[config.mk]
export PLATFORM = sky130hd
export DESIGN_NAME = integer_field_formatter
export DESIGN_NICKNAME = d
export VERILOG_FILES = /design/src/rtl/core/ifmt_pkg.sv /design/src/rtl/core/ifmt_digit_unit.sv /design/src/rtl/core/ifmt_emitter.sv /design/src/rtl/core/integer_field_formatter.sv
export SDC_FILE = /design/constraint.sdc
export NUM_CORES = 1
export LEC_CHECK = 0
export ABC_AREA = 1
export BUFFER_PORTS_ARGS = -buffer_cell sky130_fd_sc_hd__buf_2
export CAP_MARGIN = 30
export CORE_MARGIN = 1
export CORE_UTILIZATION = 60
export CTS_BUF_LIST = sky130_fd_sc_hd__clkbuf_8
export CTS_CLUSTER_SIZE = 8
export DETAILED_ROUTE_END_ITERATION = 8
export PLACE_DENSITY_LB_ADDON = 0.15
export SLEW_MARGIN = 20
export SYNTH_ARGS = -nofsm -noshare
export SYNTH_HDL_FRONTEND = slang
export SYNTH_HIERARCHICAL = 1
export SYNTH_SLANG_ARGS = --single-unit
export TNS_END_PERCENT = 5
[constraint.sdc]
create_clock -name clk -period 6.7 [get_ports clk]
set_clock_uncertainty 0.05 [all_clocks]
set_input_delay 0.67 -clock clk [delete_from_list [all_inputs] [get_ports clk]]
set_output_delay 0.67 -clock clk [all_outputs]
set_load 0.01 [all_outputs]
[src/rtl/core/ifmt_pkg.sv]
// ----------------------------------------------------------------------------
// ifmt_pkg
// Shared types and constants of the integer field formatter.
// ----------------------------------------------------------------------------
package ifmt_pkg;

	localparam logic [5:0]  MAX_FIELD_WIDTH = 6'd62;
	localparam logic [31:0] RECIP10         = 32'hCCCC_CCCD;
	localparam int          DIG_DEPTH       = 16;

	typedef logic [6:0] char_t;

	localparam char_t CH_SPACE = 7'h20;
	localparam char_t CH_ZERO  = 7'h30;
	localparam char_t CH_MINUS = 7'h2d;
	localparam char_t CH_LX    = 7'h78;
	localparam char_t CH_UX    = 7'h58;
	localparam char_t CH_LA    = 7'h61;

	typedef enum logic [2:0] {
		CMD_SDEC = 3'd0,
		CMD_UDEC = 3'd1,
		CMD_OCT  = 3'd2,
		CMD_HEXL = 3'd3,
		CMD_HEXU = 3'd4
	} cmd_t;

	typedef enum logic [1:0] {
		BASE_DEC,
		BASE_OCT,
		BASE_HEX
	} base_t;

	typedef enum logic [1:0] {
		ST_IDLE,
		ST_CONV,
		ST_EMIT
	} state_t;

	typedef struct packed {
		logic [1:0] np;
		char_t      pre0;
		char_t      pre1;
		logic [5:0] width;
		logic       left;
		logic       zfill;
	} fmt_t;

	typedef struct packed {
		logic       busy;
		logic       done;
		logic [3:0] nd;
	} dig_stat_t;

	typedef struct packed {
		logic busy;
		logic done;
	} emit_stat_t;

endpackage

[src/rtl/core/ifmt_digit_unit.sv]
// ----------------------------------------------------------------------------
// ifmt_digit_unit
// Iterative base conversion: one quotient/remainder step per digit, split
// into a product phase and an update phase; reciprocal multiply for decimal,
// shifts for octal and hex. Digits are stored least significant first.
// ----------------------------------------------------------------------------
module ifmt_digit_unit (
	input  logic                clk,
	input  logic                arst_n,
	input  logic                start,
	input  logic [31:0]         mag,
	input  ifmt_pkg::base_t     base,
	input  logic [3:0]          rd_idx,
	output logic [3:0]          rd_digit,
	output ifmt_pkg::dig_stat_t stat
);
	import ifmt_pkg::*;

	logic        busy_q;
	logic        phase_q;
	logic        done_q;
	logic [3:0]  nd_q;
	logic [31:0] mag_q;
	base_t       base_q;
	logic [63:0] prod_q;
	logic [3:0]  dig_q [DIG_DEPTH];

	logic [31:0] quot;
	logic [31:0] q10;
	logic [3:0]  digit;

	always_comb begin
		quot  = 32'd0;
		q10   = 32'd0;
		digit = 4'd0;
		case (base_q)
			BASE_DEC: begin
				quot  = {3'b000, prod_q[63:35]};
				q10   = {quot[28:0], 3'b000} + {quot[30:0], 1'b0};
				digit = mag_q[3:0] - q10[3:0];
			end
			BASE_OCT: begin
				quot  = {3'b000, mag_q[31:3]};
				digit = {1'b0, mag_q[2:0]};
			end
			default: begin
				quot  = {4'b0000, mag_q[31:4]};
				digit = mag_q[3:0];
			end
		endcase
	end

	always_ff @(posedge clk or negedge arst_n) begin
		if (!arst_n) begin
			busy_q  <= 1'b0;
			phase_q <= 1'b0;
			done_q  <= 1'b0;
			nd_q    <= 4'd0;
		end else begin
			done_q <= !start && busy_q && phase_q && (quot == 32'd0);
			if (start) begin
				busy_q  <= 1'b1;
				phase_q <= 1'b0;
				nd_q    <= 4'd0;
			end else if (busy_q) begin
				if (!phase_q) begin
					phase_q <= 1'b1;
				end else begin
					phase_q <= 1'b0;
					nd_q    <= nd_q + 4'd1;
					if (quot == 32'd0) begin
						busy_q <= 1'b0;
					end
				end
			end
		end
	end

	always_ff @(posedge clk) begin
		if (start) begin
			mag_q  <= mag;
			base_q <= base;
		end else if (busy_q) begin
			if (!phase_q) begin
				prod_q <= mag_q * RECIP10;
			end else begin
				mag_q       <= quot;
				dig_q[nd_q] <= digit;
			end
		end
	end

	assign rd_digit  = dig_q[rd_idx];
	assign stat.busy = busy_q;
	assign stat.done = done_q;
	assign stat.nd   = nd_q;

endmodule

[src/rtl/core/ifmt_emitter.sv]
// ----------------------------------------------------------------------------
// ifmt_emitter
// Walks the field one character per transfer: leading pad, prefix,
// zero pad, digits, trailing pad. Owns the output register.
// ----------------------------------------------------------------------------
module ifmt_emitter (
	input  logic                 clk,
	input  logic                 arst_n,
	input  logic                 start,
	input  ifmt_pkg::fmt_t       fmt,
	input  logic [3:0]           nd,
	output logic [3:0]           rd_idx,
	input  logic [3:0]           rd_digit,
	output ifmt_pkg::emit_stat_t stat,
	output logic                 m_tvalid,
	input  logic                 m_tready,
	output logic [7:0]           m_tdata,  // [6:0] out_char, [7] zero
	output logic                 m_tlast   // last
);
	import ifmt_pkg::*;

	logic       busy_q;
	logic [5:0] k_q;
	logic [5:0] b1_q, b2_q, b3_q, b4_q, last_k_q;
	logic [3:0] ptr_q;
	char_t      pre0_q, pre1_q, padc_q;
	logic       tvalid_q, tlast_q;
	char_t      char_q;

	logic [5:0] text_len, total, pad, lead, mid, b1, b2, b3;
	logic       fire, is_dig, is_last;
	char_t      chr, dchr;

	always_comb begin
		text_len = {4'b0000, fmt.np} + {2'b00, nd};
		total    = (fmt.width > text_len) ? fmt.width : text_len;
		pad      = total - text_len;
		lead     = (!fmt.left && !fmt.zfill) ? pad : 6'd0;
		mid      = (!fmt.left && fmt.zfill) ? pad : 6'd0;
		b1       = lead;
		b2       = b1 + {4'b0000, fmt.np};
		b3       = b2 + mid;
	end

	always_comb begin
		dchr   = (rd_digit < 4'd10) ? (CH_ZERO + {3'b000, rd_digit})
		                            : (CH_LA + {3'b000, rd_digit} - 7'd10);
		is_dig = 1'b0;
		if (k_q < b1_q) begin
			chr = padc_q;
		end else if (k_q < b2_q) begin
			chr = (k_q == b1_q) ? pre0_q : pre1_q;
		end else if (k_q < b3_q) begin
			chr = padc_q;
		end else if (k_q < b4_q) begin
			chr    = dchr;
			is_dig = 1'b1;
		end else begin
			chr = padc_q;
		end
	end

	assign fire    = busy_q && (!tvalid_q || m_tready);
	assign is_last = (k_q == last_k_q);

	always_ff @(posedge clk or negedge arst_n) begin
		if (!arst_n) begin
			busy_q   <= 1'b0;
			tvalid_q <= 1'b0;
			k_q      <= 6'd0;
			ptr_q    <= 4'd0;
		end else begin
			if (fire) begin
				tvalid_q <= 1'b1;
			end else if (m_tready) begin
				tvalid_q <= 1'b0;
			end
			if (start) begin
				busy_q <= 1'b1;
				k_q    <= 6'd0;
				ptr_q  <= nd - 4'd1;
			end else if (fire) begin
				k_q <= k_q + 6'd1;
				if (is_dig) begin
					ptr_q <= ptr_q - 4'd1;
				end
				if (is_last) begin
					busy_q <= 1'b0;
				end
			end
		end
	end

	always_ff @(posedge clk) begin
		if (start) begin
			b1_q     <= b1;
			b2_q     <= b2;
			b3_q     <= b3;
			b4_q     <= b3 + {2'b00, nd};
			last_k_q <= total - 6'd1;
			pre0_q   <= fmt.pre0;
			pre1_q   <= fmt.pre1;
			padc_q   <= fmt.zfill ? CH_ZERO : CH_SPACE;
		end
		if (fire) begin
			char_q  <= chr;
			tlast_q <= is_last;
		end
	end

	assign rd_idx    = ptr_q;
	assign stat.busy = busy_q;
	assign stat.done = fire && is_last;
	assign m_tvalid  = tvalid_q;
	assign m_tdata   = {1'b0, char_q};
	assign m_tlast   = tlast_q;

endmodule

[src/rtl/core/integer_field_formatter.sv]
// ----------------------------------------------------------------------------
// integer_field_formatter
// Formats one integer (signed/unsigned decimal, octal, hex) as a padded
// ASCII field, one character per output transfer.
//
//   channel  dir  fields
//   s_axis   in   tdata: command, value, long_value, field_width,
//                        left_justify, zero_fill
//   m_axis   out  tdata: out_char; tlast: last
//
// Conversion runs one digit per step of the shared divide-by-base unit
// (reciprocal multiplier for decimal), up to 11 digits.
// Emission then sends one character per cycle while m_tready allows,
// max(width, text) of them. Input is accepted only while idle.
// Reset clears the sequencer and output valid; no clearing pass.
// Low m_tready holds the output register and pauses emission.
// ----------------------------------------------------------------------------
module integer_field_formatter (
	input  logic        clk,
	input  logic        arst_n,
	input  logic        s_tvalid,
	output logic        s_tready,
	// [2:0] command, [34:3] value, [35] long_value, [41:36] field_width,
	// [42] left_justify, [43] zero_fill, [47:44] zero
	input  logic [47:0] s_tdata,
	output logic        m_tvalid,
	input  logic        m_tready,
	output logic [7:0]  m_tdata,  // [6:0] out_char, [7] zero
	output logic        m_tlast   // last
);
	import ifmt_pkg::*;

	state_t     state_q, state_nxt;
	logic       accept, cmd_ok, dig_start;
	logic [2:0] cmd;
	logic [31:0] raw, mag;
	logic       neg;
	base_t      base;
	fmt_t       fmt_in, fmt_q;
	logic [5:0] width_in;
	logic [3:0] rd_idx, rd_digit;
	dig_stat_t  dstat;
	emit_stat_t estat;

	assign cmd    = s_tdata[2:0];
	assign accept = s_tvalid && s_tready;
	assign cmd_ok = (cmd <= CMD_HEXU);

	always_comb begin
		raw      = s_tdata[35] ? s_tdata[34:3]
		         : {{16{(cmd == CMD_SDEC) && s_tdata[18]}}, s_tdata[18:3]};
		neg      = (cmd == CMD_SDEC) && raw[31];
		mag      = neg ? (32'd0 - raw) : raw;
		width_in = (s_tdata[41:36] > MAX_FIELD_WIDTH) ? MAX_FIELD_WIDTH : s_tdata[41:36];
		fmt_in.width = width_in;
		fmt_in.left  = s_tdata[42];
		fmt_in.zfill = s_tdata[43];
		fmt_in.np    = 2'd0;
		fmt_in.pre0  = CH_ZERO;
		fmt_in.pre1  = CH_LX;
		base         = BASE_HEX;
		case (cmd)
			CMD_SDEC: begin
				base        = BASE_DEC;
				fmt_in.np   = neg ? 2'd1 : 2'd0;
				fmt_in.pre0 = CH_MINUS;
			end
			CMD_UDEC: begin
				base = BASE_DEC;
			end
			CMD_OCT: begin
				base      = BASE_OCT;
				fmt_in.np = (mag != 32'd0) ? 2'd1 : 2'd0;
			end
			default: begin
				fmt_in.np   = 2'd2;
				fmt_in.pre1 = (cmd == CMD_HEXU) ? CH_UX : CH_LX;
			end
		endcase
	end

	always_comb begin
		state_nxt = state_q;
		unique case (state_q)
			ST_IDLE: if (accept && cmd_ok) state_nxt = ST_CONV;
			ST_CONV: if (dstat.done) state_nxt = ST_EMIT;
			ST_EMIT: if (estat.done) state_nxt = ST_IDLE;
			default: state_nxt = ST_IDLE;
		endcase
	end

	always_comb begin
		s_tready  = (state_q == ST_IDLE);
		dig_start = (state_q == ST_IDLE) && accept && cmd_ok;
	end

	always_ff @(posedge clk or negedge arst_n) begin
		if (!arst_n) begin
			state_q <= ST_IDLE;
		end else begin
			state_q <= state_nxt;
		end
	end

	always_ff @(posedge clk) begin
		if (dig_start) begin
			fmt_q <= fmt_in;
		end
	end

	ifmt_digit_unit u_digits (
		.clk      (clk),
		.arst_n   (arst_n),
		.start    (dig_start),
		.mag      (mag),
		.base     (base),
		.rd_idx   (rd_idx),
		.rd_digit (rd_digit),
		.stat     (dstat)
	);

	ifmt_emitter u_emit (
		.clk      (clk),
		.arst_n   (arst_n),
		.start    (dstat.done),
		.fmt      (fmt_q),
		.nd       (dstat.nd),
		.rd_idx   (rd_idx),
		.rd_digit (rd_digit),
		.stat     (estat),
		.m_tvalid (m_tvalid),
		.m_tready (m_tready),
		.m_tdata  (m_tdata),
		.m_tlast  (m_tlast)
	);

`ifndef SYNTHESIS
	a_dig_done_in_conv: assert property (@(posedge clk) disable iff (!arst_n)
		dstat.done |-> (state_q == ST_CONV))
		else $error("digit unit finished outside conversion");

	a_emit_done_in_emit: assert property (@(posedge clk) disable iff (!arst_n)
		estat.done |-> (state_q == ST_EMIT))
		else $error("emitter finished outside emission");

	a_emit_idle_outside: assert property (@(posedge clk) disable iff (!arst_n)
		(state_q == ST_IDLE || state_q == ST_CONV) |-> !estat.busy)
		else $error("emitter busy outside emission");

	a_digit_count: assert property (@(posedge clk) disable iff (!arst_n)
		dstat.done |-> (dstat.nd >= 4'd1 && dstat.nd <= 4'd11))
		else $error("digit count out of range");

	a_conv_starts: assert property (@(posedge clk) disable iff (!arst_n)
		dig_start |=> dstat.busy)
		else $error("conversion did not start");
`endif

endmodule

==> results.json <==
{
  "outcome": "completed",
  "max_cap_viol_count": 0,
  "synth_area_um2": 31400,
  "io_pins": 63,
  "rows": 83,
  "arrival_ps": 6790,
  "wire_per_inst_um": 19.2,
  "htree_levels": 2,
  "period_minus_slack_ps": 6500,
  "place_ws_ps": 24.1,
  "holdCritStartpoint": "s_tdata[43]",
  "max_freq_ghz": 0.154,
  "grt_pass1_wl_mm": 138,
  "slew_violations": 0,
  "die_y_um": 231,
  "gp_congestion": 1.04,
  "r2r_slack_ps": 200,
  "cp_max_fo": 4,
  "layout_commonest_cell": "inv_1",
  "layout_common_cells": "inv_1 (1019), nand2_1 (714), fa_1 (383), ha_1 (375), nor2_1 (221)",
  "grt_usage_pct": 35.1,
  "overflow": 0,
  "tightest_slew_ps": 788,
  "timing.hold.ws_ps": 194,
  "cts_made_buffers": 42,
  "antenna_found_initial": 1,
  "yosysWarnings": 6,
  "coreArea_um2": 51500,
  "drtIter0Drc": 1865,
  "rr_startpoint": "u_digits/mag_q[1]",
  "crit_type": "flip-flop to flip-flop",
  "synthCells": 3747,
  "finalCritPeriodShare_pct": 97.0,
  "grt_pass1_vias": 24500,
  "cts_root_buf": "clkbuf_8",
  "routed_wl_mm": 90.6,
  "wl_met1_mm": 36.3,
  "cp_common_cell": "nand2_1",
  "critPathLaunchType": "flip-flop",
  "clkSinkCount": 214,
  "grt_setup_unrepaired": "true",
  "critical_path.cell_chain": "ha_1 -> xor2_1 -> ha_1 -> or2_2 -> fa_2 -> fa_2 -> fa_1 -> fa_1 -> fa_1 -> inv_1 -> fa_1 -> inv_1 -> ha_1 -> nand2_1 -> inv_1 -> nand2_1 -> nor2_2 -> buf_4 -> nand2_1 -> nand2_1 -> inv_1 -> nand3_1 -> nand2_1",
  "hold-path-endpoint": "fmt_q[0]",
  "drtPass1Iterations": 6,
  "fp.dieW_um": 231,
  "clk_path_buf_depth": 3,
  "final_antenna_net_count": 0,
  "cp.required_ps": 6990,
  "dp_hpwl_mm": 78.6,
  "setup_ws_ps": 201,
  "maxSlewHeadroom_pct": 47.5,
  "holdPathStages": 1,
  "num_vias": 24900,
  "critPathTopFamily": "adder cells",
  "hp-class": "input port to flip-flop",
  "drive_above_1_share_pct": 12.3,
  "vias_per_cell": 5.30,
  "cp_num_buf_inv": 5,
  "dieArea_um2": 53200,
  "hold_violations": 0,
  "clk-insertion-delay-late_ps": 630,
  "reg2regPathDepth": 23,
  "slowest_stage": "fa_2",
  "finalSetupViolCount": 0,
  "wl_met2_mm": 41.8,
  "finalNetCount": 4839,
  "top_layer": "met4",
  "clk_pin_slew_ps": 50,
  "avgSynthCellArea_um2": 8.37,
  "r2r-end": "u_digits/prod_q[39]",
  "cts_tree": "yes",
  "grt_max_degree": 61,
  "critPathCaptureType": "flip-flop",
  "worst_path_largest_cell_delay_ps": 630,
  "start_util_pct": 60.9,
  "port_buffers": 57,
  "syn_to_final_growth_pct": 11.8,
  "drc": 0,
  "wl_met3_mm": 5.29
}
[metal layers]
layer	track usage, %	vias to the layer above
met1	44.8	11800
met5	0	-
met3	4.62	248
met2	55.9	872
met4	23.8	0
li1	-	12000
[flip-flops by register name (all words and copies together) (netlist names), 2 cells and up]
| signal | cells |
|---|---|
| u_emit/pre1_q | 7 |
| u_emit/k_q | 6 |
| u_emit/rd_idx | 4 |
| u_digits/nd_q | 4 |
| u_emit/pre0_q | 7 |
| u_emit/b3_q | 6 |
| state_q | 2 |
| u_digits/dig_q | 64 |
| u_emit/b1_q | 6 |
| u_emit/b4_q | 6 |
| u_digits/prod_q | 29 |
| u_emit/b2_q | 6 |
| u_digits/mag_q | 32 |
| u_emit/char_q | 7 |
| u_emit/last_k_q | 6 |
| fmt_q | 13 |
| u_digits/base_q | 2 |
[metrics by stage]
step | util [%] | std cells | instance area [um^2] | setup TNS [ps]
finish | 68.1 | 4708 | 35100 | 0
CTS | 66.8 | 4689 | 34400 | 0
detailed placement | 65.2 | 4613 | 33600 | 0
global route | 68.1 | 4708 | 35100 | -233
global placement | 65.2 | 4613 | 33600 | 0
floorplan | - | 3754 | 31400 | 0
[timing repair]
item / CTS / global route
setup endpoints to repair: 1 / 30
hold endpoints to repair: 21 / 0
hold buffers: 1 / 0
setup buffers: 2 / 17
resized for setup: 0 / 117
pin swaps: 0 / 30
[worst max path at each step]
stage	slack [ps]	to	cells past startpoint	startpoint
6_report	200	u_digits/prod_q[39]	23	u_digits/mag_q[1]
5_1_grt	-40	u_digits/prod_q[56]	26	u_digits/mag_q[15]
4_1_cts	40	u_digits/prod_q[58]	24	u_digits/mag_q[9]
3_5_place_dp	20	u_digits/prod_q[58]	24	u_digits/mag_q[9]
3_3_place_gp	80	u_digits/prod_q[57]	22	u_digits/mag_q[2]
2_1_floorplan	470	u_digits/prod_q[52]	25	u_digits/mag_q[21]
[worst register-to-register path, delay by kind of cell (launching register included)]
| family | cells | cell delay, ps |
|---|---|---|
| buffers and inverters | 5 | 440 |
| adders and majority gates | 9 | 4090 |
| xor gates and xnor gates | 1 | 180 |
| and+or+nand+nor | 8 | 1040 |
| DFF | 1 | 450 |
[final cells by class]
cell class                 count  area (um^2)
clock inverter                29          189
antenna                        1         2.50
multi-input combinational   2471        21500
fill                        4352        16400
tap                          680          851
timing repair buffer         250         1780
sequential                   214         6320
clock buffer                  44          606
inverter                    1019         3830
Power is not shown: default switching activity piles up to over one toggle a cycle in this logic, so the estimate is an artifact.
